==> src/rtl/tvas_pkg.sv <==
// ----------------------------------------------------------------------------
// tvas_pkg
// Shared types, constants and helpers for the triangle vertex axis sort.
// ----------------------------------------------------------------------------
package tvas_pkg;

	localparam int unsigned COORD_WIDTH = 32;
	localparam int unsigned NUM_VERTS   = 3;
	localparam int unsigned NUM_LANES   = 3;
	localparam int unsigned RANK_W      = 2;
	localparam int unsigned STATUS_W    = 2;

	// vertex words packed without gaps, padded to whole bytes
	localparam int unsigned VERT_BITS = 2 * COORD_WIDTH * NUM_VERTS;
	localparam int unsigned TDATA_W   = ((VERT_BITS + 7) / 8) * 8;

	localparam logic OP_SORT_Y = 1'b0;
	localparam logic OP_SORT_X = 1'b1;

	localparam logic [STATUS_W-1:0] STATUS_SORTED     = 2'd0;
	localparam logic [STATUS_W-1:0] STATUS_TOP_TIE    = 2'd1;
	localparam logic [STATUS_W-1:0] STATUS_DEGENERATE = 2'd2;

	// vertex pair handled by each lane
	localparam int unsigned LANE_A [NUM_LANES] = '{0, 1, 0};
	localparam int unsigned LANE_B [NUM_LANES] = '{1, 2, 2};

	typedef logic signed [COORD_WIDTH-1:0] coord_t;

	typedef struct packed {
		coord_t y;
		coord_t x;
	} vertex_t;

	typedef vertex_t [NUM_VERTS-1:0] vert_set_t;

	typedef struct packed {
		logic ge;      // key of a >= key of b, so a stays ahead of b
		logic key_eq;
		logic x_eq;
		logic y_eq;
	} pair_flags_t;

	typedef pair_flags_t [NUM_LANES-1:0] lane_flags_t;

	function automatic coord_t sort_key(input vertex_t v, input logic op);
		return (op == OP_SORT_X) ? v.x : v.y;
	endfunction

endpackage

==> src/rtl/tvas_lane.sv <==
// ----------------------------------------------------------------------------
// tvas_lane
// Compares one pair of vertices: key order and coordinate equality.
// ----------------------------------------------------------------------------
module tvas_lane
	import tvas_pkg::*;
(
	input  logic        opcode,
	input  vertex_t     vert_a,
	input  vertex_t     vert_b,
	output pair_flags_t flags
);

	coord_t key_a;
	coord_t key_b;

	always_comb begin
		key_a = sort_key(vert_a, opcode);
		key_b = sort_key(vert_b, opcode);
		flags.ge     = (key_a >= key_b);
		flags.key_eq = (key_a == key_b);
		flags.x_eq   = (vert_a.x == vert_b.x);
		flags.y_eq   = (vert_a.y == vert_b.y);
	end

endmodule

==> src/rtl/tvas_merge.sv <==
// ----------------------------------------------------------------------------
// tvas_merge
// Combines the pair results into ranks, picks the vertex for each slot and
// forms the status.
// ----------------------------------------------------------------------------
module tvas_merge
	import tvas_pkg::*;
(
	input  lane_flags_t         flags,
	input  vert_set_t           verts,
	output vert_set_t           sorted,
	output logic [STATUS_W-1:0] status
);

	logic [RANK_W-1:0] rank [NUM_VERTS];
	logic              degen;
	logic              tie;
	logic              g01;
	logic              g12;
	logic              g02;

	always_comb begin
		g01 = flags[0].ge;
		g12 = flags[1].ge;
		g02 = flags[2].ge;

		degen = (flags[0].y_eq & flags[1].y_eq) |
			(flags[0].x_eq & flags[1].x_eq) |
			(flags[0].x_eq & flags[0].y_eq) |
			(flags[1].x_eq & flags[1].y_eq) |
			(flags[2].x_eq & flags[2].y_eq);

		// stable descending order: lower index wins ties
		rank[0] = RANK_W'(!g01) + RANK_W'(!g02);
		rank[1] = RANK_W'(g01)  + RANK_W'(!g12);
		rank[2] = RANK_W'(g02)  + RANK_W'(g12);

		sorted = '0;
		for (int s = 0; s < NUM_VERTS; s++) begin
			for (int v = 0; v < NUM_VERTS; v++) begin
				if (rank[v] == RANK_W'(s)) begin
					sorted[s] = sorted[s] | verts[v];
				end
			end
		end

		tie = 1'b0;
		for (int l = 0; l < NUM_LANES; l++) begin
			if (flags[l].key_eq &&
			    ((rank[LANE_A[l]] == RANK_W'(0) && rank[LANE_B[l]] == RANK_W'(1)) ||
			     (rank[LANE_A[l]] == RANK_W'(1) && rank[LANE_B[l]] == RANK_W'(0)))) begin
				tie = 1'b1;
			end
		end

		if (degen) begin
			sorted = verts;
			status = STATUS_DEGENERATE;
		end else if (tie) begin
			status = STATUS_TOP_TIE;
		end else begin
			status = STATUS_SORTED;
		end
	end

endmodule

==> src/rtl/triangle_vertex_axis_sort.sv <==
// ----------------------------------------------------------------------------
// triangle_vertex_axis_sort
// Sorts three vertices by y or x, rejecting degenerate triangles.
// ----------------------------------------------------------------------------
// One triangle is taken every clock while the pipeline has room: the first
// stage registers three pairwise compare lanes, the second stage registers
// the merged status and the selected vertices. Each stage holds its word
// while the next one is full and cannot pass its word on, so a stalled output
// only blocks the input once both stages are occupied. Opcode 0 sorts by y, 1
// by x, in descending signed order; equal keys keep their input order. Degenerate
// triangles (all y equal, all x equal, or two coincident vertices) pass
// through unchanged with status 2.
module triangle_vertex_axis_sort
	import tvas_pkg::*;
(
	input  logic                clk,
	input  logic                arst_n,
	input  logic                s_axis_tvalid,
	output logic                s_axis_tready,
	// first_x, first_y, second_x, second_y, third_x, third_y, zero pad
	input  logic [TDATA_W-1:0]  s_axis_tdata,
	// opcode
	input  logic [0:0]          s_axis_tuser,
	output logic                m_axis_tvalid,
	input  logic                m_axis_tready,
	// top_x, top_y, middle_x, middle_y, bottom_x, bottom_y, zero pad
	output logic [TDATA_W-1:0]  m_axis_tdata,
	// status
	output logic [STATUS_W-1:0] m_axis_tuser
);

	vert_set_t           in_verts;
	lane_flags_t         lane_flags;
	vert_set_t           merged;
	logic [STATUS_W-1:0] merged_status;

	logic                valid_s1;
	vert_set_t           verts_s1;
	lane_flags_t         flags_s1;
	logic                op_s1;

	logic                valid_s2;
	vert_set_t           verts_s2;
	logic [STATUS_W-1:0] status_s2;
	logic                op_s2;

	logic                load_s1;
	logic                load_s2;

	always_comb begin
		for (int v = 0; v < NUM_VERTS; v++) begin
			in_verts[v].x = s_axis_tdata[2*v*COORD_WIDTH +: COORD_WIDTH];
			in_verts[v].y = s_axis_tdata[(2*v+1)*COORD_WIDTH +: COORD_WIDTH];
		end
	end

	for (genvar l = 0; l < NUM_LANES; l++) begin : g_lane
		tvas_lane u_lane (
			.opcode (s_axis_tuser[0]),
			.vert_a (in_verts[LANE_A[l]]),
			.vert_b (in_verts[LANE_B[l]]),
			.flags  (lane_flags[l])
		);
	end

	tvas_merge u_merge (
		.flags  (flags_s1),
		.verts  (verts_s1),
		.sorted (merged),
		.status (merged_status)
	);

	assign load_s2       = !valid_s2 || m_axis_tready;
	assign load_s1       = !valid_s1 || load_s2;
	assign s_axis_tready = load_s1;

	always_ff @(posedge clk or negedge arst_n) begin
		if (!arst_n) begin
			valid_s1 <= 1'b0;
			valid_s2 <= 1'b0;
		end else begin
			if (load_s1) begin
				valid_s1 <= s_axis_tvalid;
			end
			if (load_s2) begin
				valid_s2 <= valid_s1;
			end
		end
	end

	always_ff @(posedge clk) begin
		if (load_s1) begin
			verts_s1 <= in_verts;
			flags_s1 <= lane_flags;
			op_s1    <= s_axis_tuser[0];
		end
		if (load_s2) begin
			verts_s2  <= merged;
			status_s2 <= merged_status;
			op_s2     <= op_s1;
		end
	end

	assign m_axis_tvalid = valid_s2;
	assign m_axis_tdata  = TDATA_W'(verts_s2);
	assign m_axis_tuser  = status_s2;

	// sorted words come out in non-increasing key order
	assert property (@(posedge clk) disable iff (!arst_n)
		m_axis_tvalid && status_s2 != STATUS_DEGENERATE |->
			sort_key(verts_s2[0], op_s2) >= sort_key(verts_s2[1], op_s2) &&
			sort_key(verts_s2[1], op_s2) >= sort_key(verts_s2[2], op_s2))
		else $error("sorted vertices out of order");

	// tie status agrees with the top two keys
	assert property (@(posedge clk) disable iff (!arst_n)
		m_axis_tvalid && status_s2 != STATUS_DEGENERATE |->
			((status_s2 == STATUS_TOP_TIE) ==
			 (sort_key(verts_s2[0], op_s2) == sort_key(verts_s2[1], op_s2))))
		else $error("top tie status wrong");

	// input stalls only when both stages hold words and the output is stalled
	assert property (@(posedge clk) disable iff (!arst_n)
		!s_axis_tready |-> valid_s1 && m_axis_tvalid && !m_axis_tready)
		else $error("input stalled with room in the pipeline");

	// a word in the first stage reaches the output register in the next cycle when the output drains
	assert property (@(posedge clk) disable iff (!arst_n)
		valid_s1 && m_axis_tready |=> m_axis_tvalid)
		else $error("first stage word lost");

endmodule

==> config.mk <==
export PLATFORM = sky130hd
export DESIGN_NAME = triangle_vertex_axis_sort
export DESIGN_NICKNAME = d
export VERILOG_FILES = /design/src/rtl/tvas_pkg.sv /design/src/rtl/tvas_lane.sv /design/src/rtl/tvas_merge.sv /design/src/rtl/triangle_vertex_axis_sort.sv
export SDC_FILE = /design/constraint.sdc
export NUM_CORES = 1
export LEC_CHECK = 0
export ABC_AREA = 1
export BUFFER_PORTS_ARGS = -buffer_cell sky130_fd_sc_hd__buf_2
export CORE_MARGIN = 8
export CORE_UTILIZATION = 55
export CTS_CLUSTER_DIAMETER = 100
export DETAILED_ROUTE_END_ITERATION = 6
export PLACE_DENSITY = 0.84
export SLEW_MARGIN = 40
export SYNTH_ARGS = -nofsm -noshare
export SYNTH_HDL_FRONTEND = slang
export SYNTH_SLANG_ARGS = --single-unit
==> constraint.sdc <==
create_clock -name clk -period 16.04 [get_ports clk]
set_input_delay 1.604 -clock clk [delete_from_list [all_inputs] [get_ports clk]]
set_output_delay 1.604 -clock clk [all_outputs]
set_load 0.01 [all_outputs]
## Word level (Yosys, flattened, before mapping)

Index checks and enable logic that the tools add are counted.

- Add/subtract/negate cells: 3
- $lt $le $gt $ge: 3
- Eq/ne operators: 15
- Muxes and demuxes: 17
- Bitwise gates (word level): 15
- Reductions and logical operators: 22

Operators with widths:

| operator | number |
|---|---|
| 64-bit two-way mux | 9 |
| 64-bit bitwise OR | 6 |
| 32-bit == test | 9 |
| 192-bit two-way mux | 1 |
| 32-bit greater-or-equal comparator | 3 |
| 32-bit two-way mux | 3 |
| 1-bit logical AND | 9 |
| 1-bit by 1-bit adder with 2-bit output | 3 |
| 2-bit by 1-bit == test with 1-bit output (second input constant) | 3 |
| 2-bit == test (second input constant) | 3 |
| 2-bit zero test | 3 |
| 1-bit bitwise AND | 5 |
| 1-bit zero test | 5 |
| 1-bit logical OR | 5 |
| 1-bit two-way mux | 4 |
| 1-bit bitwise OR | 4 |

- Flip-flop bits (word level): 400
- Bits of input ports: 197

## Depth between registers and ports, before layout

- Word-level depth: 10
- Depth in mapped cells: 19
- Mapped depth without buffers: 18

## By module

Synthesis repeated with hierarchy kept, for this count alone.

- Cells, all modules: 2670
- Area, all modules: 24148.2 µm²

By module, submodules not included:

| module | times used | cells an instance | area an instance (µm²) | seq. area each (µm²) |
|---|---|---|---|---|
| triangle_vertex_axis_sort | 1 | 407 | 12034.0 | 12001.5 |
| tvas_lane | 3 | 350 | 2338.5 | 0.0 |
| tvas_merge | 1 | 1213 | 5098.6 | 0.0 |

## Worst setup path after synthesis

Ideal clock, no wire load.

- Path kind: in2reg
- Start: input port m_axis_tready
- End: register flags_s1[0] (netlist name), enable pin
- Library setup time: 2.160 ns
- Arrival: 6.276 ns
- Slack: 7.603 ns
- Stages on the path: 2
- Buffers on the path: 0
- Cell sequence: inv_1 > nand3_1

- Longest elaborated chain between the ends: 2

Ends and longest elaborated chain:

| item | RTL line | RTL |
|---|---|---|
| start, declared | triangle_vertex_axis_sort.sv:25 | `input logic m_axis_tready,` |
| 1-bit logical OR | triangle_vertex_axis_sort.sv:73 | `assign load_s2 = !valid_s2 \|\| m_axis_tready;` |
| 1-bit logical OR | triangle_vertex_axis_sort.sv:74 | `assign load_s1 = !valid_s1 \|\| load_s2;` |
| named net s_axis_tready | triangle_vertex_axis_sort.sv:19 | `output logic s_axis_tready,` |
| end signal, assigned | triangle_vertex_axis_sort.sv:94 | `flags_s1 <= lane_flags;` |
| end, declared | triangle_vertex_axis_sort.sv:39 | `lane_flags_t flags_s1;` |

The timed path passes the listed nets, and every way through them passes these cells.
A chain may end at the register's enable or synchronous reset.

## Worst setup path after layout

- Start: input port m_axis_tready
- End: output port s_axis_tready

- Longest elaborated chain between the ends: 2

Ends and longest elaborated chain:

| item | RTL line |
|---|---|
| 1-bit logical OR | triangle_vertex_axis_sort.sv:73 |
| 1-bit logical OR | triangle_vertex_axis_sort.sv:74 |
| end, declared | triangle_vertex_axis_sort.sv:19 |

No other way between the ends.

==> results by group <==
Floorplanning
  • Die H: 217.2 um
  • Die Area: 0.04720 mm^2
  • Die W: 217.2 um
  • I/O Pins: 393
  • Row cnt: 73
  • Initial Util: 0.5594
  • Placeable core area: 0.03982 mm^2

Clock network
  • Clock root cell: clkbuf_16
  • CTS tree: yes
  • Num CTS Buffers: 42
  • Sink Count: 400
  • # hold bufs at CTS: 0
  • CTS max path bufs: 3
  • CTS clock-pin slew for the worst setup and hold paths: 60 ps
  • H-tree depth: 2
  • # resized after CTS: 0
  • Clk_lat worst skew: 580 ps
  • Setup bufs post-CTS: 0

Yosys
  • Top cell type's share of synthesized area: 0.5365
  • Synth cell count leaders: nand2_1 (459), edfxtp_1 (398), inv_1 (359)
  • Mapped Area: 0.02228 mm^2
  • FF+latch count, synth: 400
  • Unique cell type count in the Yosys netlist: 32
  • Largest area contributor in the netlist: edfxtp_1
  • EDFF count, synth: 398
  • Post-synthesis sequential area ratio: 0.5388
  • Top-count cell post-synth: nand2_1
  • Syn nets: 2,612
  • Post-synth top flop: edfxtp_1
  • Syn Area/Cell: 9.630 um^2
  • Synth async-reset ratio: 0.005000
  • YS warnings: 0
  • Synthesized instance count: 2,313
  • Top post-synthesis cells by area: edfxtp_1 (54%), nand2_1 (7.7%), inv_1 (6.0%)

Setup path
  • Reg2reg end: verts_s1[166]
  • CP Max Fanout: 38
  • Crit-path most repeated cell: buf_2
  • R2R setup slack: 13,320 ps
  • Crit path arrival time: 2770 ps
  • Slowest stage delay, CP: 380 ps
  • Setup Crit Path Kind: in -> out
  • Worst path slowest cell: nand3_4
  • Worst path cell trace: buf_2, inv_1, nand3_4, buf_12, buf_2
  • Req. time, crit path: 14,440 ps
  • Worst setup SP type: input port
  • Reg-to-reg startpoint: m_axis_tvalid
  • R2R depth: 3
  • Crit path capture type: output pin

Layout
  • Cell Count, Final, Fillers Out: 3,253
  • Fin area: 0.02598 mm^2
  • Layout area overhead: 16.63%
  • Final net count: 2,968
  • Filler instances: 3,101
  • Layout cell share with drive strength beyond 1: 0.1882

Timing
  • Tcrit/Tclk final: 0.2725
  • Final Skew: 16.99 ps
  • Worst Tran Pin Value: 897.3 ps
  • Slew Limit Fails: 0
  • Hold Fails Final Rpt: 0
  • Setup_tns: 0 ps
  • Worst rel slew slack: 0.4018
  • Unrepaired setup endpoints after global routing: false
  • Endpoints failing setup: 0
  • Minimum clock period: 4370 ps
  • Max Freq: 0.2288 GHz

Global routing
  • Initial antenna violation count: 34
  • Vias in the first global route: 19,360
  • Gr usage total: 0.3089
  • Largest net degree at the start of global routing: 113
  • Overflow after GRT: 0
  • First-pass GRT wire length: 112.5 mm

Route
  • Wire length per cell: 23.30 um
  • Vias per Instance: 5.966
  • DR iter-0 viols: 2,600
  • Post-Route WL: 75.80 mm
  • Routed Antenna Nets: 0
  • First-pass DRT Iterations: 6
  • DR DRC count: 0
  • Vias: 19,410

Flow run
  • Max-cap violation count: 0

Outcome
  • Status: completed

Min path
  • Hold crit path type: reg -> reg
  • Min-Delay Startpoint: valid_s1
  • Hold path depth: 2
  • Worst Hold End: m_axis_tvalid

Placed design
  • Placed instance area: 0.02452 mm^2
  • HPWL Detailed: 54.94 mm
  • GP Congestion: 1.008
  • DP Cell Count: 3,150
  • Port bufs: 392

Power
  • Power Total: 3.498 mW
  • P_leak: 11.73 nW
  • PwrDens: 134.7 mW/mm^2
  • Peak VDD IR: 90.38 uV
layer usage:
layer	routed length [um]	vias to the layer above	GRT usage
li1	-	8699	-
met1	29260	9002	0.4019
met2	33480	1435	0.4675
met3	9239	260	0.08308
met4	3770	10	0.1673
met5	61	-	0
critical path: cells and delay by family:
kind / cells / cell delay [ps]
and+or+nand+nor: 1 / 380
buffers and inverters: 4 / 740
worst max-delay path by stage:
stage,startpoint,cells past startpoint,to,slack [ps]
5_1_grt,s_axis_tuser,13,flags_s1[7],11490
4_1_cts,m_axis_tready,5,s_axis_tready,11690
3_5_place_dp,s_axis_tuser,11,flags_s1[11],11210
2_1_floorplan,m_axis_tready,2,flags_s1[0],7600
6_report,m_axis_tready,5,s_axis_tready,11670
3_3_place_gp,s_axis_tuser,11,flags_s1[3],11240
report_power, final:
part | total (mW) | leakage, nW | switching, mW | internal, mW
combinational | 1.06 | 6.99 | 0.717 | 0.342
sequential | 1.45 | 4.09 | 0.0581 | 1.39
clock | 0.989 | 0.661 | 0.416 | 0.573
total | 3.50 | 11.7 | 1.19 | 2.31
state kept, by name (all words and copies together), names as in the netlist:
name / flops
flags_s1: 12
m_axis_tdata: 192
m_axis_tuser: 2
m_axis_tvalid: 1
valid_s1: 1
verts_s1: 192
layout by cell type (no fill, tap or decap), types with 3 or more instances in the layout:
cell type / count
bufinv_16: 5
mux2i_1: 13
a21o_1: 3
nor4_1: 8
nand2_1: 458
clkinv_2: 4
nand3_1: 44
o22ai_1: 192
nand4_1: 32
buf_2: 391
o21ai_0: 77
a211oi_1: 3
nor3_1: 21
xor2_1: 39
clkinv_1: 8
ha_1: 102
mux2_2: 13
diode_2: 29
o21ai_1: 187
clkinvlp_4: 5
inv_2: 6
xnor2_1: 91
or2_2: 11
clkbuf_1: 4
edfxtp_1: 398
o21a_1: 6
inv_1: 356
nor2_4: 3
buf_4: 13
clkbuf_16: 43
buf_6: 3
nor2_1: 95
a21oi_1: 49
logic make-up after synthesis:
kind of cell | synth area share
AOI/OAI and AO/OA | 0.1307
xor gates and xnor gates | 0.05111
muxes | 0.01241
buffers and inverters | 0.08572
adders and majority gates | 0.05729
DFF | 0.5388
and+or+nand+nor | 0.1240
metrics by stage:
| step | util | hold slack, ps | setup WS [ps] |
|---|---|---|---|
| detailed placement | 0.6156 | 529.6 | 11210 |
| floorplan | - | 435.2 | 7603 |
| global route | 0.6523 | 576.5 | 11490 |
| finish | 0.6524 | 545.2 | 11670 |
| global placement | 0.6148 | 497.2 | 11240 |
| CTS | 0.6505 | 544.8 | 11690 |
cell type report:
cell class	instances	area [um^2]	share of cell area
Antenna cell	29	72.57	0.002793
Clock buffer	47	1091	0.04200
Clock inverter	27	296.5	0.01141
Inverter	363	1368	0.05264
Multi-Input combinational cell	1454	8384	0.3227
Sequential cell	400	12000	0.4620
Tap cell	525	656.9	0.02529
Timing Repair Buffer	408	2108	0.08115
Note: power is estimated with default switching activity, not from simulation.
